File: src/rtl/core/vaps_pkg.sv
// ----------------------------------------------------------------------------
// vaps_pkg
// Shared types, widths and register indexes of the voice activity packet
// source.
// ----------------------------------------------------------------------------
`default_nettype none

package vaps_pkg;

    // field widths
    localparam int unsigned PROB_W     = 17;
    localparam int unsigned DRAW_W     = 16;
    localparam int unsigned MS_W       = 16;
    localparam int unsigned JIT_W      = 21;
    localparam int unsigned US_W       = 20;
    localparam int unsigned TICKS_W    = 8;
    localparam int unsigned BYTES_W    = 16;
    localparam int unsigned DELAY_W    = 28;
    localparam int unsigned OFFSET_W   = 21;
    localparam int unsigned HOLD_W     = 26;
    localparam int unsigned CFG_IDX_W  = 3;
    localparam int unsigned CFG_DATA_W = 20;

    localparam int unsigned S_DATA_W = 72;
    localparam int unsigned M_DATA_W = 88;

    localparam logic [HOLD_W-1:0]  US_PER_MS = HOLD_W'(1000);
    localparam logic [DELAY_W-1:0] DELAY_MAX = '1;

    // register indexes
    localparam logic [CFG_IDX_W-1:0] REG_TALK_TO_SIL_PROB  = 3'd0;
    localparam logic [CFG_IDX_W-1:0] REG_SIL_TO_TALK_PROB  = 3'd1;
    localparam logic [CFG_IDX_W-1:0] REG_VOICE_INTERVAL_US = 3'd2;
    localparam logic [CFG_IDX_W-1:0] REG_SIL_FRAME_TICKS   = 3'd3;
    localparam logic [CFG_IDX_W-1:0] REG_JITTER_BOUND_US   = 3'd4;
    localparam logic [CFG_IDX_W-1:0] REG_TALK_PAYLOAD      = 3'd5;
    localparam logic [CFG_IDX_W-1:0] REG_SIL_PAYLOAD       = 3'd6;

    typedef struct packed {
        logic [PROB_W-1:0]  talk_to_silence_prob;
        logic [PROB_W-1:0]  silence_to_talk_prob;
        logic [US_W-1:0]    voice_interval_us;
        logic [TICKS_W-1:0] silence_frame_ticks;
        logic [US_W-1:0]    jitter_bound_us;
        logic [BYTES_W-1:0] talk_payload_bytes;
        logic [BYTES_W-1:0] silence_payload_bytes;
    } t_cfg;

    typedef struct packed {
        logic signed [JIT_W-1:0] jitter_draw_us;
        logic [MS_W-1:0]         silence_hold_ms;
        logic [MS_W-1:0]         talk_hold_ms;
        logic [DRAW_W-1:0]       uniform_draw;
    } t_tick;

    // one updated tick, before the delay is formed
    typedef struct packed {
        logic                    packet_valid;
        logic [BYTES_W-1:0]      payload_bytes;
        logic [TICKS_W-1:0]      frame_ticks;
        logic [OFFSET_W-1:0]     jitter_offset_us;
        logic signed [JIT_W-1:0] applied_jitter_us;
        logic                    talking;
        logic                    hold_renewed;
        logic [MS_W-1:0]         hold_ms;
    } t_upd;

endpackage

`default_nettype wire

File: src/rtl/core/voice_activity_packet_source.sv
// ----------------------------------------------------------------------------
// voice_activity_packet_source
// Two-state talk/silence on-off source producing one descriptor per tick.
// ----------------------------------------------------------------------------
// Each transfer on the slave stream is one voice-frame tick carrying the
// random draws; each tick yields exactly one transfer on the master stream.
// The master tuser bit is set when the tick closed a frame and the descriptor
// holds a packet (payload size, send delay, applied jitter).
// Registers are written over the cfg channel, which is always ready; write
// them only while no tick is in flight.
// A tick passes three registers to its result: input register, state
// update register, delay register. Throughput is one tick per cycle unless
// the receiver stalls; talk state, hold and frame countdown update per tick.
// Reset (synchronous, active low) returns to silence with an expired hold,
// one tick left in the frame, and all registers at their defaults.
// When the receiver stalls, the result holds and the stages behind it keep
// filling; slave tready drops once all three stages are occupied.
// ----------------------------------------------------------------------------
`default_nettype none

module voice_activity_packet_source (
    input  wire logic                             i_clk,
    input  wire logic                             i_rst_n,
    // configuration write channel
    input  wire logic                             i_cfg_valid,
    output logic                                  o_cfg_ready,
    input  wire logic [vaps_pkg::CFG_IDX_W-1:0]   i_cfg_index,
    input  wire logic [vaps_pkg::CFG_DATA_W-1:0]  i_cfg_data,
    // tick stream
    input  wire logic                             i_s_tvalid,
    output logic                                  o_s_tready,
    // [15:0] uniform_draw, [31:16] talk_hold_ms, [47:32] silence_hold_ms,
    // [68:48] jitter_draw_us, [71:69] zero
    input  wire logic [vaps_pkg::S_DATA_W-1:0]    i_s_tdata,
    // descriptor stream
    output logic                                  o_m_tvalid,
    input  wire logic                             i_m_tready,
    // [15:0] payload_bytes, [43:16] send_delay_us, [64:44] applied_jitter_us,
    // [65] talking, [66] hold_renewed, [82:67] hold_ms, [87:83] zero
    output logic [vaps_pkg::M_DATA_W-1:0]         o_m_tdata,
    // [0] packet_valid
    output logic                                  o_m_tuser
);

    vaps_pkg::t_cfg   cfg;
    vaps_pkg::t_tick  tick;
    vaps_pkg::t_upd   upd;
    logic             upd_valid;
    logic             upd_ready;

    assign tick.uniform_draw    = i_s_tdata[15:0];
    assign tick.talk_hold_ms    = i_s_tdata[31:16];
    assign tick.silence_hold_ms = i_s_tdata[47:32];
    assign tick.jitter_draw_us  = i_s_tdata[68:48];

    vaps_cfg u_cfg (
        .i_clk       (i_clk),
        .i_rst_n     (i_rst_n),
        .i_cfg_valid (i_cfg_valid),
        .o_cfg_ready (o_cfg_ready),
        .i_cfg_index (i_cfg_index),
        .i_cfg_data  (i_cfg_data),
        .o_cfg       (cfg)
    );

    vaps_update u_update (
        .i_clk        (i_clk),
        .i_rst_n      (i_rst_n),
        .i_cfg        (cfg),
        .i_tick_valid (i_s_tvalid),
        .o_tick_ready (o_s_tready),
        .i_tick       (tick),
        .o_upd_valid  (upd_valid),
        .i_upd_ready  (upd_ready),
        .o_upd        (upd)
    );

    vaps_delay u_delay (
        .i_clk       (i_clk),
        .i_rst_n     (i_rst_n),
        .i_cfg       (cfg),
        .i_upd_valid (upd_valid),
        .o_upd_ready (upd_ready),
        .i_upd       (upd),
        .o_m_tvalid  (o_m_tvalid),
        .i_m_tready  (i_m_tready),
        .o_m_tdata   (o_m_tdata),
        .o_m_tuser   (o_m_tuser)
    );

endmodule

`default_nettype wire

File: src/rtl/core/vaps_cfg.sv
// ----------------------------------------------------------------------------
// vaps_cfg
// Configuration register file, written by index through a valid/ready port.
// ----------------------------------------------------------------------------
`default_nettype none

module vaps_cfg (
    input  wire logic                             i_clk,
    input  wire logic                             i_rst_n,
    input  wire logic                             i_cfg_valid,
    output logic                                  o_cfg_ready,
    input  wire logic [vaps_pkg::CFG_IDX_W-1:0]   i_cfg_index,
    input  wire logic [vaps_pkg::CFG_DATA_W-1:0]  i_cfg_data,
    output vaps_pkg::t_cfg                        o_cfg
);

    vaps_pkg::t_cfg r_cfg;
    vaps_pkg::t_cfg n_cfg;

    assign o_cfg_ready = 1'b1;
    assign o_cfg       = r_cfg;

    always_comb begin
        n_cfg = r_cfg;
        if (i_cfg_valid) begin
            unique case (i_cfg_index)
                vaps_pkg::REG_TALK_TO_SIL_PROB: begin
                    n_cfg.talk_to_silence_prob = i_cfg_data[vaps_pkg::PROB_W-1:0];
                end
                vaps_pkg::REG_SIL_TO_TALK_PROB: begin
                    n_cfg.silence_to_talk_prob = i_cfg_data[vaps_pkg::PROB_W-1:0];
                end
                vaps_pkg::REG_VOICE_INTERVAL_US: begin
                    n_cfg.voice_interval_us = i_cfg_data[vaps_pkg::US_W-1:0];
                end
                vaps_pkg::REG_SIL_FRAME_TICKS: begin
                    n_cfg.silence_frame_ticks = i_cfg_data[vaps_pkg::TICKS_W-1:0];
                end
                vaps_pkg::REG_JITTER_BOUND_US: begin
                    n_cfg.jitter_bound_us = i_cfg_data[vaps_pkg::US_W-1:0];
                end
                vaps_pkg::REG_TALK_PAYLOAD: begin
                    n_cfg.talk_payload_bytes = i_cfg_data[vaps_pkg::BYTES_W-1:0];
                end
                vaps_pkg::REG_SIL_PAYLOAD: begin
                    n_cfg.silence_payload_bytes = i_cfg_data[vaps_pkg::BYTES_W-1:0];
                end
                default: begin
                    // unknown index: drop the write
                end
            endcase
        end
    end

    always_ff @(posedge i_clk) begin
        if (!i_rst_n) begin
            r_cfg.talk_to_silence_prob  <= vaps_pkg::PROB_W'(1049);
            r_cfg.silence_to_talk_prob  <= vaps_pkg::PROB_W'(1049);
            r_cfg.voice_interval_us     <= vaps_pkg::US_W'(20000);
            r_cfg.silence_frame_ticks   <= vaps_pkg::TICKS_W'(8);
            r_cfg.jitter_bound_us       <= vaps_pkg::US_W'(80000);
            r_cfg.talk_payload_bytes    <= vaps_pkg::BYTES_W'(33);
            r_cfg.silence_payload_bytes <= vaps_pkg::BYTES_W'(7);
        end else begin
            r_cfg <= n_cfg;
        end
    end

endmodule

`default_nettype wire

File: src/rtl/core/vaps_update.sv
// ----------------------------------------------------------------------------
// vaps_update
// Input register and per-tick state update: hold and frame countdown,
// Markov transition test, hold renewal, payload and jitter selection.
// ----------------------------------------------------------------------------
`default_nettype none

module vaps_update (
    input  wire logic            i_clk,
    input  wire logic            i_rst_n,
    input  wire vaps_pkg::t_cfg  i_cfg,
    input  wire logic            i_tick_valid,
    output logic                 o_tick_ready,
    input  wire vaps_pkg::t_tick i_tick,
    output logic                 o_upd_valid,
    input  wire logic            i_upd_ready,
    output vaps_pkg::t_upd       o_upd
);

    localparam int unsigned SUM_W = vaps_pkg::PROB_W + 1;
    localparam int unsigned BND_W = vaps_pkg::JIT_W + 1;

    // input register
    logic                r_in_valid;
    vaps_pkg::t_tick     r_in;

    // source state
    logic                              r_talking;
    logic [vaps_pkg::HOLD_W-1:0]       r_hold_us;
    logic [vaps_pkg::TICKS_W-1:0]      r_frame_left;
    logic                              r_pending;

    // update register
    logic                r_upd_valid;
    vaps_pkg::t_upd      r_upd;

    logic                              upd_ready;
    logic                              advance;
    logic [vaps_pkg::HOLD_W-1:0]       interval_ext;
    logic [vaps_pkg::HOLD_W-1:0]       hold_dec;
    logic [vaps_pkg::TICKS_W-1:0]      frame_dec;
    logic [vaps_pkg::PROB_W-1:0]       prob_raw;
    logic [vaps_pkg::PROB_W-1:0]       prob;
    logic [SUM_W-1:0]                  test_sum;
    logic                              flip;
    logic                              renew;
    logic                              boundary;
    logic                              n_talking;
    logic [vaps_pkg::MS_W-1:0]         new_ms;
    logic [vaps_pkg::HOLD_W-1:0]       n_hold_us;
    logic [vaps_pkg::TICKS_W-1:0]      sil_ticks;
    logic [vaps_pkg::TICKS_W-1:0]      ticks;
    logic [vaps_pkg::TICKS_W-1:0]      n_frame_left;
    logic                              n_pending;
    logic signed [BND_W-1:0]           bound;
    logic signed [BND_W-1:0]           draw;
    logic signed [BND_W-1:0]           clamped;
    logic signed [BND_W-1:0]           offset;
    vaps_pkg::t_upd                    n_upd;

    assign upd_ready    = !r_upd_valid || i_upd_ready;
    assign advance      = r_in_valid && upd_ready;
    assign o_tick_ready = !r_in_valid || upd_ready;
    assign o_upd_valid  = r_upd_valid;
    assign o_upd        = r_upd;

    always_comb begin
        interval_ext = vaps_pkg::HOLD_W'(i_cfg.voice_interval_us);
        hold_dec     = (r_hold_us > interval_ext) ? (r_hold_us - interval_ext) : '0;
        frame_dec    = (r_frame_left != '0) ? (r_frame_left - 1'b1) : '0;

        // probability above one acts as one
        prob_raw = r_talking ? i_cfg.talk_to_silence_prob : i_cfg.silence_to_talk_prob;
        prob     = prob_raw[vaps_pkg::PROB_W-1]
                 ? {1'b1, {(vaps_pkg::PROB_W-1){1'b0}}} : prob_raw;
        test_sum = SUM_W'(r_in.uniform_draw) + SUM_W'(prob);
        flip     = r_pending || (test_sum[SUM_W-1:SUM_W-2] != 2'b00);

        boundary  = (frame_dec == '0);
        renew     = (hold_dec == '0) && boundary;
        n_talking = renew ? (r_talking ^ flip) : r_talking;
        new_ms    = n_talking ? r_in.talk_hold_ms : r_in.silence_hold_ms;
        n_hold_us = renew ? (vaps_pkg::HOLD_W'(new_ms) * vaps_pkg::US_PER_MS) : hold_dec;
        n_pending = renew ? 1'b0 : flip;

        sil_ticks    = (i_cfg.silence_frame_ticks == '0)
                     ? vaps_pkg::TICKS_W'(1) : i_cfg.silence_frame_ticks;
        ticks        = n_talking ? vaps_pkg::TICKS_W'(1) : sil_ticks;
        n_frame_left = boundary ? ticks : frame_dec;

        // clamp jitter to plus or minus the bound
        bound = BND_W'(i_cfg.jitter_bound_us);
        draw  = BND_W'(r_in.jitter_draw_us);
        if (i_cfg.jitter_bound_us == '0) begin
            clamped = '0;
        end else if (draw > bound) begin
            clamped = bound;
        end else if (draw < -bound) begin
            clamped = -bound;
        end else begin
            clamped = draw;
        end
        offset = (i_cfg.jitter_bound_us == '0) ? '0 : (clamped + bound);

        n_upd.packet_valid      = boundary;
        n_upd.payload_bytes     = !boundary ? '0
                                : (n_talking ? i_cfg.talk_payload_bytes
                                             : i_cfg.silence_payload_bytes);
        n_upd.frame_ticks       = boundary ? ticks : '0;
        n_upd.jitter_offset_us  = boundary ? offset[vaps_pkg::OFFSET_W-1:0] : '0;
        n_upd.applied_jitter_us = boundary ? clamped[vaps_pkg::JIT_W-1:0] : '0;
        n_upd.talking           = n_talking;
        n_upd.hold_renewed      = renew;
        n_upd.hold_ms           = renew ? new_ms : '0;
    end

    always_ff @(posedge i_clk) begin
        if (!i_rst_n) begin
            r_in_valid   <= 1'b0;
            r_upd_valid  <= 1'b0;
            r_talking    <= 1'b0;
            r_hold_us    <= '0;
            r_frame_left <= vaps_pkg::TICKS_W'(1);
            r_pending    <= 1'b0;
        end else begin
            if (o_tick_ready) begin
                r_in_valid <= i_tick_valid;
            end
            if (upd_ready) begin
                r_upd_valid <= r_in_valid;
            end
            if (advance) begin
                r_talking    <= n_talking;
                r_hold_us    <= n_hold_us;
                r_frame_left <= n_frame_left;
                r_pending    <= n_pending;
            end
        end
    end

    always_ff @(posedge i_clk) begin
        if (o_tick_ready && i_tick_valid) begin
            r_in <= i_tick;
        end
        if (advance) begin
            r_upd <= n_upd;
        end
    end

    // a frame countdown of zero never survives a tick
    a_frame_left_nonzero: assert property (@(posedge i_clk) disable iff (!i_rst_n)
        r_frame_left != '0)
        else $error("frame countdown left at zero");

    // while talking every tick is a frame boundary
    a_talking_single_tick: assert property (@(posedge i_clk) disable iff (!i_rst_n)
        r_talking |-> (r_frame_left == vaps_pkg::TICKS_W'(1)))
        else $error("talking frame longer than one tick");

    // a renewal happens only at a frame boundary and clears the pending flip
    a_renew_at_boundary: assert property (@(posedge i_clk) disable iff (!i_rst_n)
        (advance && renew) |=> (r_upd.packet_valid && !r_pending))
        else $error("hold renewed off a frame boundary");

endmodule

`default_nettype wire

File: src/rtl/core/vaps_delay.sv
// ----------------------------------------------------------------------------
// vaps_delay
// Result register: forms the saturated send delay and packs the descriptor.
// ----------------------------------------------------------------------------
`default_nettype none

module vaps_delay (
    input  wire logic                           i_clk,
    input  wire logic                           i_rst_n,
    input  wire vaps_pkg::t_cfg                 i_cfg,
    input  wire logic                           i_upd_valid,
    output logic                                o_upd_ready,
    input  wire vaps_pkg::t_upd                 i_upd,
    output logic                                o_m_tvalid,
    input  wire logic                           i_m_tready,
    output logic [vaps_pkg::M_DATA_W-1:0]       o_m_tdata,
    output logic                                o_m_tuser
);

    localparam int unsigned SUM_W = vaps_pkg::DELAY_W + 1;

    logic                                r_valid;
    vaps_pkg::t_upd                      r_upd;
    logic [vaps_pkg::DELAY_W-1:0]        r_delay;

    logic [vaps_pkg::DELAY_W-1:0]        frame_us;
    logic [SUM_W-1:0]                    delay_sum;
    logic [vaps_pkg::DELAY_W-1:0]        n_delay;

    assign o_upd_ready = !r_valid || i_m_tready;

    always_comb begin
        // frame duration fits 28 bits: 255 ticks of at most 2^20 - 1 us
        frame_us  = vaps_pkg::DELAY_W'(i_upd.frame_ticks)
                  * vaps_pkg::DELAY_W'(i_cfg.voice_interval_us);
        delay_sum = SUM_W'(frame_us) + SUM_W'(i_upd.jitter_offset_us);
        n_delay   = delay_sum[SUM_W-1] ? vaps_pkg::DELAY_MAX
                                       : delay_sum[vaps_pkg::DELAY_W-1:0];
    end

    always_ff @(posedge i_clk) begin
        if (!i_rst_n) begin
            r_valid <= 1'b0;
        end else if (o_upd_ready) begin
            r_valid <= i_upd_valid;
        end
    end

    always_ff @(posedge i_clk) begin
        if (o_upd_ready && i_upd_valid) begin
            r_upd   <= i_upd;
            r_delay <= n_delay;
        end
    end

    assign o_m_tvalid = r_valid;
    assign o_m_tuser  = r_upd.packet_valid;
    assign o_m_tdata  = {5'b0,
                         r_upd.hold_ms,
                         r_upd.hold_renewed,
                         r_upd.talking,
                         r_upd.applied_jitter_us,
                         r_delay,
                         r_upd.payload_bytes};

    // a tick without a packet carries a zero delay
    a_no_packet_no_delay: assert property (@(posedge i_clk) disable iff (!i_rst_n)
        (r_valid && !r_upd.packet_valid) |-> (r_delay == '0))
        else $error("delay on a tick without packet");

    // renewal is only reported on a packet
    a_renew_has_packet: assert property (@(posedge i_clk) disable iff (!i_rst_n)
        (r_valid && r_upd.hold_renewed) |-> r_upd.packet_valid)
        else $error("renewal without packet");

    // talking packets always span one frame tick of delay base
    a_talk_payload: assert property (@(posedge i_clk) disable iff (!i_rst_n)
        (r_valid && r_upd.packet_valid && r_upd.talking)
            |-> (r_upd.frame_ticks == vaps_pkg::TICKS_W'(1)))
        else $error("talking packet with multi-tick frame");

endmodule

`default_nettype wire

File: config.mk
export PLATFORM = sky130hd
export DESIGN_NAME = voice_activity_packet_source
export DESIGN_NICKNAME = d
export VERILOG_FILES = /design/src/rtl/core/vaps_pkg.sv /design/src/rtl/core/voice_activity_packet_source.sv /design/src/rtl/core/vaps_cfg.sv /design/src/rtl/core/vaps_update.sv /design/src/rtl/core/vaps_delay.sv
export SDC_FILE = /design/constraint.sdc
export NUM_CORES = 1
export LEC_CHECK = 0
export ABC_CLOCK_PERIOD_IN_PS = 14000
export BUFFER_PORTS_ARGS = -buffer_cell sky130_fd_sc_hd__buf_2
export CORE_ASPECT_RATIO = 0.5
export CORE_MARGIN = 2
export CORE_UTILIZATION = 55
export DETAILED_ROUTE_END_ITERATION = 6
export PLACE_DENSITY_LB_ADDON = 0.05
export SETUP_SLACK_MARGIN = 0.15
export SYNTH_ARGS = -nofsm -noshare
export SYNTH_HDL_FRONTEND = slang
export SYNTH_HIERARCHICAL = 1
export SYNTH_SLANG_ARGS = --single-unit
File: constraint.sdc
create_clock -name i_clk -period 14 [get_ports i_clk]
set_input_delay 2.8 -clock i_clk [delete_from_list [all_inputs] [get_ports i_clk]]
set_output_delay 2.8 -clock i_clk [all_outputs]
set_load 0.01 [all_outputs]
Yosys cells after proc, flatten, opt, wreduce, memory -nomap -nowiden. Cells that the tools add are included.

Flip-flop bits (word level): 391. Bits in latches: 0. Bits in writable memories: 0. Bits in read-only memories: 0. Input port bits: 100. Output and inout bits: 92. Logic and storage cells: 93. Memories: 0.

Add/sub/neg operators: 6. Multipliers: 2. Divide/modulo/power cells: 0. Magnitude comparators: 3. Equality and inequality tests: 6. Shift-type cells: 0. Muxes and demuxes: 15. Bitwise logic cells: 2. Reduce and logical (&&, ||, !) cells: 26.

Operators with widths (number): 2-to-1 mux 21 bit (3); 2-to-1 mux 26 bit (2); 2-to-1 mux 17 bit (2); 2-to-1 mux 16 bit (2); 2-to-1 mux 8 bit (4); adder 28 x 21 -> 29 bit (1); multiplier 8 x 20 -> 28 bit (1); > comparator 26 x 20 -> 1 bit (1); logical NOT 26 bit (1); subtractor 26 x 20 -> 26 bit (1); multiplier 16 x 7 -> 23 bit (second input constant) (1); less-than comparator 21 x 22 -> 1 bit (1); negation 20 -> 22 bit (1); adder 21 x 20 -> 21 bit (1); > comparator 21 bit (1); logical NOT 20 bit (1); adder 16 x 17 -> 18 bit (1); logical NOT 8 bit (2); AND reduction 2 bit (7); equality test 3 bit (second input constant) (3); nonzero test 8 bit (1); subtractor 8 x 1 -> 8 bit (second input constant) (1); equality test 3 x 2 -> 1 bit (second input constant) (2); logical AND 1 bit (4); other kinds (9) (15).

Depth between registers and ports, before layout. Gate-level depths: netlist of the first run.

Word-level depth: 10. Gate-level depth with buffers: 35. Mapped depth without buffers: 33.

By module. The synthesis of the first run kept the hierarchy.

By module, submodules not included: vaps_update (times used 1, cells an instance 1605, area each 15338.5 um^2, seq. area each 5385.2 um^2); vaps_delay (times used 1, cells an instance 830, area each 8629.5 um^2, seq. area each 2542.4 um^2); vaps_cfg (times used 1, cells an instance 418, area each 4321.6 um^2, seq. area each 2282.2 um^2).

Least setup slack after synthesis of the first run. No wires, ideal clock.

Path kind: register -> register. Start point: register u_update.r_talking. End point: register u_update/r_hold_us[25] (netlist bit). Library setup time: 0.070 ns. Arrival time: 8.532 ns. Data required time: 13.930 ns. Setup slack: 5.399 ns. Stages on the path, launching flop included: 35. Path buffers: 4. Period minus slack after synthesis: 8.601 ns. Path through: dfxtp_1 buf_2 buf_1 clkbuf_1 mux2i_1 nor2_1 ha_1 a21oi_1 o211ai_1 a211oi_1 o21ai_0 nor3_2 or3_1 o311ai_1 a211oi_4 buf_4 mux2i_1 inv_1 ha_1 inv_1 fa_1 fa_1 fa_1 inv_1 ha_1 a21oi_1 nor3b_1 o211ai_1 a31oi_1 nor2b_1 o21a_1 o41ai_1 nor4b_1 o31ai_1 a21oi_1.

Word-level cells in the longest chain between the ends: 10.

Ends and longest elaborated chain: start, declared (RTL line vaps_update.sv:28) `logic r_talking;`; start signal, assigned (RTL line vaps_update.sv:133) `r_talking <= n_talking;`; 2-to-1 mux 17 bit (RTL line vaps_update.sv:73) `prob_raw = r_talking ? i_cfg.talk_to_silence_prob : i_cfg.silence_to_talk_prob;`; 2-to-1 mux 17 bit (RTL line vaps_update.sv:75) `? {1'b1, {(vaps_pkg::PROB_W-1){1'b0}}} : prob_raw;`; adder 16 x 17 -> 18 bit (RTL line vaps_update.sv:76) `test_sum = SUM_W'(r_in.uniform_draw) + SUM_W'(prob);`; nonzero test 2 bit (RTL line vaps_update.sv:77) `flip = r_pending || (test_sum[SUM_W-1:SUM_W-2] != 2'b00);`; logical OR 1 bit (RTL line vaps_update.sv:77); XOR 1 bit (RTL line vaps_update.sv:81) `n_talking = renew ? (r_talking ^ flip) : r_talking;`; 2-to-1 mux 1 bit * (RTL line vaps_update.sv:81); 2-to-1 mux 16 bit * (RTL line vaps_update.sv:82) `new_ms = n_talking ? r_in.talk_hold_ms : r_in.silence_hold_ms;`; via u_update.new_ms, one bit (RTL line vaps_update.sv:49) `logic [vaps_pkg::MS_W-1:0] new_ms;`; multiplier 16 x 7 -> 23 bit * (RTL line vaps_update.sv:83) `n_hold_us = renew ? (vaps_pkg::HOLD_W'(new_ms) * vaps_pkg::US_PER_MS) : hold_dec;`; 2-to-1 mux 26 bit * (RTL line vaps_update.sv:83); end signal, assigned (RTL line vaps_update.sv:134) `r_hold_us <= n_hold_us;`; end, declared (RTL line vaps_update.sv:29) `logic [vaps_pkg::HOLD_W-1:0] r_hold_us;`.

The timed path passes the listed nets; every way through them passes the cells marked *. A chain may end at the register's enable or synchronous reset.

Worst setup path after layout of the first run.
Start point: register u_cfg.r_cfg, in the netlist u_cfg/o_cfg[60]. End point: register u_update/r_hold_us[25] (netlist bit).

Word-level cells in the longest chain between the ends: 8. Elaborated cells on any way between the ends: 9. Classes of those cells: add/sub (1); mul (1); order compare (1); mux (4); reduce/logical (2).

Ends and longest elaborated chain: start, declared (RTL line vaps_cfg.sv:17) `vaps_pkg::t_cfg r_cfg;`; start signal, assigned (RTL line vaps_cfg.sv:65) `r_cfg <= n_cfg;`; subtractor 26 x 20 -> 26 bit / > comparator 26 x 20 -> 1 bit (equally long branches) (RTL line vaps_update.sv:69) `hold_dec = (r_hold_us > interval_ext) ? (r_hold_us - interval_ext) : '0;`; 2-to-1 mux 26 bit * (RTL line vaps_update.sv:69); logical NOT 26 bit * (RTL line vaps_update.sv:80) `renew = (hold_dec == '0) && boundary;`; logical AND 1 bit * (RTL line vaps_update.sv:80); 2-to-1 mux 1 bit * (RTL line vaps_update.sv:81); 2-to-1 mux 16 bit * (RTL line vaps_update.sv:82); via u_update.new_ms, one bit (RTL line vaps_update.sv:49); multiplier 16 x 7 -> 23 bit * (RTL line vaps_update.sv:83); 2-to-1 mux 26 bit * (RTL line vaps_update.sv:83).

Marks and branches as above.

==> key figures, run 1 <==
Timing
  – Final setup vio count: 0
  – Worst-Margin Slew: 1.09 ns
  – Final Worst Setup Slack: around 4.2 ns
  – Period utilization: 0.697
  – Final Hold Viols: 0
  – Final Skew: between 0.03 and 0.04 ns
  – Peak Freq: 102 MHz
  – RSZ-0062 raised after global routing: false
  – Final TNS setup: 0 ns
  – Slew Limit Fails: 0
  – Fin crit period: approximately 9.8 ns
  – Slew HR: 0.271

Clock network
  – Clock root cell: clkbuf_16
  – Clock slew at reported path FFs: about 0.070 ns
  – Sink Count: between 300 and 400
  – Htree depth: 2
  – Post-cts repair resize count: 0
  – Cts bufs inserted: 37
  – Hold-fix buffers, CTS: 0
  – Worst-skew pair later-pin latency: between 0.5 and 0.6 ns
  – CTS tree: yes
  – Post-CTS setup buffer count: 0
  – Worst-case clock buffer depth: 3

Floorplan
  – Initial Utilization: 0.560
  – Core region area: between 50000 and 60000 sq um
  – Boundary Pins: roughly 190
  – Die Height: ~160 microns
  – Die width: between 300 and 400 microns
  – Placement Rows: between 50 and 60
  – Die area: 53400 sq um

Placement
  – IO Port Bufs: 182
  – Final GP Congestion: 0.922
  – Detailed Place HPWL: roughly 50 mm
  – DP Worst Slack: around 4.3 ns

GRT
  – Vias in the first global route: between 20000 and 25000
  – Pin count of the biggest net entering global routing: 99
  – Tot GR Track Use: 0.253
  – Congestion Overflow GR: 0
  – Initial antenna violation count: 0
  – Global-route wire length before repair: approximately 110 mm

Job
  – Maximum capacitance violations: 0

Finish
  – Layout cells sized above 1: 0.111
  – Nets: ~3400
  – Diodes inserted: 0
  – FILL cells: between 4000 and 5000
  – Layout area overhead: 8.94%

Setup path
  – Worst path required time: ~15 ns
  – CP startpoint: u_cfg/o_cfg[60]
  – Buf/Inv on CP: 5
  – CP most frequent cell: fa_1
  – Crit path arrival time: between 10 and 15 ns
  – CP max stage delay: about 0.70 ns
  – Largest delay contributor family on the critical path: compound AO/OA/AOI/OAI gates
  – CP Max Fanout: 63
  – Start of the worst register-to-register path: u_cfg/o_cfg[60]
  – Critical path endpoint category: flop
  – Startpoint types: flop
  – Slowest-stage cell, CP: buf_4
  – Setup CP Type: flop to flop

Routing
  – DRC: 0
  – Final antenna-violating net count: 0
  – Iter 0 DRT Violations: 1328
  – WL per Instance: 18.1 microns
  – Drt pass-1 iters: 6
  – Drt total wl: between 60 and 70 mm
  – Vias: 20600
  – Drt via density: roughly 5.6

Synth
  – Ys Warns: 6
  – Synth async-reset ratio: 0
  – Main synth FF type: edfxtp_1
  – Count of cell types in the netlist: between 90 and 100
  – Cell count after synthesis: 2853
  – Sequential cell area fraction in the yosys report: 0.361
  – EDFF count, synth: roughly 240
  – Syn Area/Cell: approximately 10 sq um
  – Post-Syn Area: 28300 sq um
  – #FFs+latches synth: approximately 390

Power
  – PwrDens: 142 nW/um^2
  – Max IR drop VDD: 0.106 mV
  – P_leak: between 10 and 15 nW

Min path
  – Hold Startpoint: u_update/o_upd[11]
  – Hold Crit Class: flop to flop

Run status
  – Outcome: completed
==> sequential cells by signal, summed over array words and instances (netlist names), 8 cells and up <==
register,count
u_cfg/o_cfg,114
u_delay/o_m_tdata,55
u_delay/r_delay,28
u_update/draw,21
u_update/o_upd,85
u_update/r_frame_left,8
u_update/r_hold_us,26
u_update/r_in,48
==> worst paths after layout <==
kind              cells after the start  slack [ns]                endpoint
hold reg to reg                       0        0.41   u_delay/o_m_tdata[78]
setup / recovery                     32        4.24  u_update/r_hold_us[25]
hold / removal                        0        0.41   u_delay/o_m_tdata[78]
setup reg to reg                     32        4.24  u_update/r_hold_us[25]
==> worst reg2reg max path, delay by kind of cell (launching register included) <==
kind | cells | cell delay [ns]
compound gates | 15 | 3.74
fa+ha+maj | 7 | 2.67
buf+inv | 5 | 1.22
flops | 1 | 0.68
mux | 1 | 0.48
simple gates | 4 | 0.92
==> stage by stage <==
step | std cells | utilization | cell area [sq um] | hold slack (ns) | total power (W)
3_3_place_gp | 3614 | 0.587 | 29600 | 0.402 | 0.00335
3_5_place_dp | 3614 | 0.587 | 29600 | 0.405 | 0.00337
5_1_grt | 3682 | 0.610 | 30800 | 0.426 | 0.00472
4_1_cts | 3682 | 0.610 | 30800 | 0.413 | 0.00441
6_report | 3682 | 0.610 | 30800 | 0.412 | 0.00438
2_1_floorplan | 2857 | - | 28300 | 0.400 | 0.00295
==> synthesized netlist by cell type (7+ instances only) <==
cell type	n	area (sq um)
nand2_1	306	1150
fa_1	177	3540
edfxtp_1	238	7150
o22ai_1	17	106
nand2b_1	19	119
and3_1	26	163
o31ai_1	7	52.6
inv_1	323	1210
nand2_2	20	125
o211ai_1	13	97.6
buf_2	19	95.1
dfxtp_1	153	3060
mux2_2	14	158
a221oi_1	8	70.1
a21oi_1	120	601
a211oi_1	21	158
o21a_1	16	120
or3_1	14	87.6
buf_4	10	75.1
a211o_1	9	78.8
nor2b_1	53	332
clkbuf_1	89	334
xnor2_1	69	604
a31oi_1	28	175
buf_6	11	124
nor3_1	36	180
nand3_1	39	195
xor2_1	44	385
and2_1	77	482
a21o_1	41	308
o21ai_0	102	510
mux2i_1	183	1830
nor2_1	175	657
or4_1	7	52.6
nand4_1	21	131
nor4_1	10	62.6
ha_1	198	2480
==> layout by cell type, fill, tap and decap left out, types with 10 or more instances in the layout <==
cell type and count:
a21o_1 41, o22ai_1 17, nand2b_1 19, buf_2 181
dfxtp_1 153, xor2_1 44, and2_1 75, mux2_2 14
a211oi_1 21, nor3_1 36, and3_1 26, ha_1 198
fa_1 177, a31oi_1 28, o211ai_1 13, nor2b_1 53
nand2_2 20, xnor2_1 69, a21oi_1 120, nor4_1 10
mux2i_1 183, nand2_1 306, edfxtp_1 238, o21a_1 16
buf_4 21, nor2_1 175, clkbuf_16 37, nand3_1 39
inv_1 323, o21ai_0 101, nand4_1 21, or3_1 14
==> where the power goes <==
part / switching [W] / total, W / leakage [nW] / internal, W
clock: 0.000472 / 0.00102 / 0.586 / 0.000551
combinational: 0.00117 / 0.00197 / 9.90 / 0.000800
sequential: 0.0000513 / 0.00138 / 3.51 / 0.00133
total: 0.00170 / 0.00438 / 14.0 / 0.00268
==> final cells by class <==
cell class,count,area (sq um),share of cell area
multi-input cells,2006,16300,0.528
well taps,690,863,0.0280
clock inverters,23,220,0.00715
clock buffers,45,976,0.0317
flip-flops and latches,391,10200,0.331
inverters,325,1220,0.0397
repair buffers,202,1060,0.0345
==> metal layers <==
metal | vias up | wire length, microns | GRT usage
met5 | - | 0 | 0
met1 | 10100 | 31800 | 0.360
met3 | 88 | 3840 | 0.0396
li1 | 9998 | - | -
met2 | 496 | 29600 | 0.408
met4 | 0 | 1410 | 0.0627
==> cells by family after synthesis <==
| kind of cell | synth area share |
|---|---|
| other | 0.000265 |
| buffers and inverters | 0.0661 |
| adders and majority gates | 0.214 |
| AOI/OAI and AO/OA | 0.109 |
| and+or+nand+nor | 0.144 |
| DFF | 0.361 |
| muxes | 0.0703 |
| xor gates and xnor gates | 0.0350 |
(Power assumes the default switching activity.)
==> run 2, diff against run 1 <==
Settings changed: ABC_AREA set to 1, ABC_CLOCK_PERIOD_IN_PS 14000 to 8000.
Clock period 14 ns to 8 ns, I/O delays scaled along.
==> run 2 against run 1 <==
Effect of this change:
- the run now ends with design-rule violations left
- combinational power rose by 91%
- global-route usage rose by 1.7 points
- clock-buffer cell count increased by 9
- largest power group unchanged
- highest routed layer unchanged
==> key figures, run 2 <==
Clock network
  – Sink Count: a little under 400
  – Post-CTS setup buffer count: 0
  – Worst-case clock buffer depth: 3
  – Htree depth: 2
  – Cts bufs inserted: 39
  – Worst-skew pair later-pin latency: 0.58 ns
  – CTS tree: yes
  – Clock root cell: clkbuf_16
  – Clock slew at reported path FFs: roughly 0.06 ns

Timing
  – Period utilization: 0.924
  – Final setup vio count: 0
  – Final Skew: slightly below 0.02 ns
  – Fin crit period: about 7.4 ns
  – Final Hold Viols: 0
  – RSZ-0062 raised after global routing: true
  – Final hold slack: between 0.4 and 0.5 ns
  – Slew HR: 0.257
  – Slew Limit Fails: 0
  – Final Worst Setup Slack: a little over 0.6 ns
  – Peak Freq: 135 MHz
  – Worst-Margin Slew: approximately 1.1 ns
  – Final TNS setup: 0 ns

Synth
  – Main synth FF type: edfxtp_1
  – EDFF count, synth: 238
  – Count of cell types in the netlist: a little under 60
  – Cell count after synthesis: 3770
  – Top-count cell post-synth: nand2_1
  – Top cell type by total area after synthesis: edfxtp_1
  – Synth async-reset ratio: 0
  – Ys Warns: 6
  – Post-Syn Area: 29400 sq um
  – Syn Area/Cell: around 7.8 sq um
  – Sequential cell area fraction in the yosys report: 0.347
  – Top cells by area, synth: edfxtp_1, nand2_1, fa_1
  – #FFs+latches synth: about 390
  – Top cells by instance count after synthesis: nand2_1, inv_1, nor2_1
  – Synth top area share: 0.243

GRT
  – Congestion Overflow GR: 0
  – Pin count of the biggest net entering global routing: 86
  – Vias in the first global route: 23300
  – Global-route wire length before repair: 120 mm
  – Tot GR Track Use: 0.270
  – Initial antenna violation count: 1

Floorplan
  – Die area: about 56000 sq um
  – Boundary Pins: between 150 and 200
  – Initial Utilization: 0.562
  – Die width: ~330 microns
  – Die Height: approximately 170 microns
  – Core region area: between 50000 and 60000 sq um
  – Placement Rows: ~60

Finish
  – Layout cells sized above 1: 0.107
  – Max reg flops: ~110
  – Nets: about 4400
  – Commonest non-fill, non-tap cell in the layout: nand2_1
  – Layout area overhead: 10.1%
  – Most frequent cells in the layout: nand2_1, inv_1, nor2_1

Power
  – Max IR drop VDD: between 0.2 and 0.25 mV
  – Final Power: 0.00802 W
  – PwrDens: between 200 and 250 nW/um^2
  – P_leak: ~16 nW

Setup path
  – Critical path endpoint category: flop
  – CP most frequent cell: nor2_1
  – CP Max Fanout: 19
  – FF-to-FF End: u_update/r_hold_us[24]
  – Slowest-stage cell, CP: fa_1
  – Setup CP Type: flop to flop
  – Crit path arrival time: between 7 and 8 ns
  – CP max stage delay: 0.55 ns
  – Worst path required time: ~8.5 ns
  – Flop2flop setup slack: about 0.61 ns
  – Startpoint types: flop
  – Reg2reg path depth: 35
  – Start of the worst register-to-register path: u_cfg/o_cfg[62]

Placement
  – IO Port Bufs: approximately 180
  – Final GP Congestion: about 0.90
  – DP Worst Slack: ~0.4 ns
  – Detailed Place HPWL: ~58 mm

Min path
  – End of the worst hold path: u_delay/o_m_tdata[14]
  – Hold Crit Class: flop to flop
  – Worst hold stages: 0
  – Hold Startpoint: u_update/o_upd[82]

Routing
  – Drt pass-1 iters: 7
  – Drt total wl: 74.0 mm
  – DRC: 3
  – WL per Instance: around 16 microns
  – Drt via density: 5.17
  – Vias: 24100
  – Iter 0 DRT Violations: a little under 2000
  – Final antenna-violating net count: 0

Job
  – Maximum capacitance violations: 0

Run status
  – Outcome: finished with violations
  – Failing checks: design-rule violations
==> run 2: cell types whose count changed after synthesis, moves of 38 or more <==
cell      previous run  this run
nor2b_1             53         0
clkbuf_1            89        51
and2_1              77         2
nor2_1             175       399
mux2i_1            183         0
nand2_1            306       981
xnor2_1             69        19
inv_1              323       698
nand3_1             39       211
a21o_1              41         2
==> run 2: where the power goes <==
| group | total, W | internal [W] | switching (W) |
|---|---|---|---|
| Sequential | 0.00238 | 0.00231 | 0.0000724 |
| Clock | 0.00188 | 0.00103 | 0.000841 |
| Combinational | 0.00376 | 0.00139 | 0.00237 |
==> run 2: repair_timing <==
action,CTS,global route
hold buffers,0,0
resized for setup,0,12
setup endpoints to repair,0,10
==> run 2: worst max-delay path: cells and delay by family (launching register included) <==
kind / cells / cell delay (ns)
fa+ha+maj: 6 / 2.68
buf+inv: 4 / 0.45
flops: 1 / 0.41
simple gates: 16 / 2.36
compound gates: 9 / 1.40
==> run 2: worst max path at each step <==
stage / cells after the start / start / endpoint / slack (ns)
2_1_floorplan: 39 / u_update/r_talking / u_update/r_hold_us[23] / 1.26
3_3_place_gp: 34 / u_cfg/o_cfg[79] / u_update/r_hold_us[21] / 0.46
3_5_place_dp: 34 / u_cfg/o_cfg[79] / u_update/r_hold_us[21] / 0.40
4_1_cts: 32 / u_cfg/o_cfg[79] / u_update/r_hold_us[24] / 0.35
5_1_grt: 38 / u_cfg/o_cfg[68] / u_update/r_hold_us[24] / 0.03
6_report: 35 / u_cfg/o_cfg[62] / u_update/r_hold_us[24] / 0.61
==> run 2: layout make-up <==
cell class / instances / area [sq um]
Clock buffer: 54 / 1090
Multi-Input combinational cell: 2543 / 16000
Clock inverter: 17 / 189
Antenna cell: 1 / 2.50
Timing Repair Buffer: 239 / 1340
Sequential cell: 391 / 10200
Fill cell: 4868 / 20000
Inverter: 716 / 2690
Tap cell: 701 / 877
==> run 2: metal layers <==
| metal | up-vias | global-route usage | part of all wire |
|---|---|---|---|
| li1 | 12100 | - | - |
| met1 | 11200 | 0.388 | 0.48 |
| met2 | 688 | 0.429 | 0.43 |
| met3 | 96 | 0.0435 | 0.065 |
| met4 | 0 | 0.0655 | 0.024 |
| met5 | - | 0 | 0 |
==> run 2: per-stage QoR <==
step	std cells	area [sq um]	util
after global placement	4590	31100	0.593
after detailed placement	4590	31100	0.593
after floorplan	3774	29500	-
final	4662	32400	0.618
after CTS	4661	32400	0.617
after global routing	4661	32400	0.618
==> run 2: cell families (layout without fill, tap and decap cells) <==
family	Yosys count	after routing	share of synthesized area
and+or+nand+nor	1743	1743	0.248
buffers and inverters	840	1026	0.112
DFF	391	391	0.347
adders and majority gates	375	375	0.204
AOI/OAI and AO/OA	355	355	0.0689
xor gates and xnor gates	64	64	0.0190
other	2	7	0.000255
==> run 3, diff against run 2 <==
Settings changed: ABC_AREA 1 to unset.
==> run 3 against run 2 <==
Effect of this change:
- the flow now finishes without violations
- register-to-register slack lost 0.19 ns
- final cell count shrank 19%
- total power grew 3.5%
- critical path depth shrank 3
- routed wire length shrank 6.0%
- clock-buffer cell count shrank 10
- first-iteration DRC count shrank 14%
- hold slack gained 0.0029 ns
- sequential cell count is the same
- critical path type unchanged
==> key figures, run 3 (same netlist as run 1, synthesis figures left out) <==
Run status
  – Outcome: completed

Placement
  – Final GP Congestion: 0.952
  – Detailed Place HPWL: ~52 mm
  – IO Port Bufs: approximately 180
  – DP Worst Slack: 0.148 ns
  – Placed Cells: roughly 3700

Setup path
  – Flop2flop setup slack: about 0.41 ns
  – FF-to-FF End: u_update/r_hold_us[23]
  – CP most frequent cell: fa_1
  – Startpoint types: flop
  – Critical path endpoint category: flop
  – Reg2reg path depth: 32
  – Slowest-stage cell, CP: fa_1
  – Crit path arrival time: 8.07 ns
  – CP Max Fanout: 6
  – Worst path required time: roughly 8.5 ns
  – Start of the worst register-to-register path: u_update/r_hold_us[0]
  – Setup CP Type: flop to flop
  – CP max stage delay: around 0.52 ns

Floorplan
  – Placement Rows: between 50 and 60
  – Die width: around 320 microns
  – Die area: around 53000 sq um
  – Die Height: about 160 microns
  – Boundary Pins: between 150 and 200
  – Initial Utilization: 0.560
  – Core region area: 50500 sq um

Power
  – Power Internal: 0.00509 W
  – Psw: about 0.0032 W
  – Sw Share: 0.387
  – Max IR drop VDD: 0.231 mV
  – Seq pwr share: 0.291
  – Final Power: around 0.0083 W
  – Clk pwr share: 0.223
  – Logic pwr share: 0.486
  – PwrDens: 258 nW/um^2
  – P_leak: roughly 15 nW

Timing
  – Period utilization: 0.948
  – Worst-Margin Slew: approximately 1.1 ns
  – Slew HR: 0.268
  – Slew Limit Fails: 0
  – Peak Freq: between 100 and 150 MHz
  – Final Hold Viols: 0
  – Final TNS setup: 0 ns
  – Fin crit period: between 7 and 8 ns
  – Final Worst Setup Slack: 0.414 ns
  – Final setup vio count: 0
  – Final hold slack: between 0.4 and 0.5 ns
  – RSZ-0062 raised after global routing: true
  – Final Skew: around 0.027 ns

Clock network
  – CTS tree: yes
  – Worst-case clock buffer depth: 3
  – Worst-skew pair later-pin latency: 0.58 ns
  – Sink Count: between 300 and 400
  – Hold-fix buffers, CTS: 0
  – Clock slew at reported path FFs: approximately 0.060 ns
  – Clock root cell: clkbuf_16
  – Htree depth: 2
  – Cts bufs inserted: 39

GRT
  – Congestion Overflow GR: 0
  – Pin count of the biggest net entering global routing: 115
  – Initial antenna violation count: 3
  – Vias in the first global route: 20500
  – Global-route wire length before repair: 110 mm
  – Tot GR Track Use: 0.260

Finish
  – Layout cells sized above 1: 0.162
  – Fin cells: 3792
  – Max reg flops: approximately 110
  – Most frequent cells in the layout: inv_1, nand2_1, edfxtp_1
  – Layout area overhead: 13.9%
  – Diodes inserted: 0
  – Nets: between 3000 and 4000
  – Commonest non-fill, non-tap cell in the layout: inv_1

Routing
  – Iter 0 DRT Violations: about 1700
  – Drt total wl: a little under 70 mm
  – Drt via density: approximately 5.6
  – Vias: ~21000
  – Final antenna-violating net count: 0
  – DRC: 0
  – WL per Instance: around 18 microns
  – Drt pass-1 iters: 5

Min path
  – Hold Startpoint: u_update/o_upd[23]
  – Hold Crit Class: flop to flop
  – End of the worst hold path: u_delay/o_m_tdata[49]
  – Worst hold stages: 0

Job
  – Maximum capacitance violations: 0
## run 3: changes by cell type in the layout (fill, tap and decap cells not counted), sizes merged, moves of 53 or more
cell,delta
nor2,-247
nand3,-179
mux2i,+183
and2,+75
inv,-384
nand2,-692
nor2b,+53
buf,+68
## run 3: worst max-delay path by stage
stage,from,to,slack [ns],cells after the start
after floorplan,u_cfg/o_cfg[60],u_update/r_hold_us[25],0.17,31
after global placement,u_update/r_hold_us[0],u_update/r_hold_us[25],0.24,31
after detailed placement,u_cfg/o_cfg[60],u_update/r_hold_us[25],0.15,29
after CTS,u_cfg/o_cfg[60],u_update/r_hold_us[25],0.20,32
after global routing,u_update/r_hold_us[0],u_update/r_hold_us[23],0.04,34
final,u_update/r_hold_us[0],u_update/r_hold_us[23],0.41,32
## run 3: layer usage
metal,global-route usage,wire length (microns),up-vias
li1,-,-,10200
met1,0.383,33300,10300
met2,0.413,30900,594
met3,0.0345,4220,85
met4,0.0507,1160,2
met5,0,12,-
## run 3: power by group through the flow
stage | Combinational [W] | Clock (W) | Sequential (W)
final | 0.00403 | 0.00185 | 0.00242
after global routing | 0.00451 | 0.00198 | 0.00243
after CTS | 0.00372 | 0.00190 | 0.00241
after detailed placement | 0.00369 | 0 | 0.00246
after global placement | 0.00364 | 0 | 0.00246
after floorplan | 0.00273 | 0 | 0.00244
## run 3: layout make-up
type                    count  area (sq um)
inverters                 325          1220
multi-input cells        2006         16600
repair buffers            308          1980
clock buffers              44          1010
well taps                 690           863
fillers                  4281         18300
flip-flops and latches    391         10200
clock inverters            28           264
## run 3: worst max-delay path: cells and delay by family (launching register included)
| kind | cells | cell delay [ns] |
|---|---|---|
| buf+inv | 7 | 0.74 |
| flops | 1 | 0.32 |
| compound gates | 12 | 2.80 |
| mux | 1 | 0.24 |
| xor+xnor | 1 | 0.11 |
| fa+ha+maj | 7 | 2.72 |
| simple gates | 4 | 0.54 |
## run 3: through the flow
step | cell area [sq um] | util
floorplan | 28400 | -
global placement | 30300 | 0.600
detailed placement | 30300 | 0.600
CTS | 31600 | 0.626
global route | 32200 | 0.638
finish | 32200 | 0.638
## run 3: repair_timing
action	CTS	global route
setup buffers	0	23
cloned	0	1
endpoints found under the setup margin	2	10
resized for setup	2	84
pin swaps	0	51
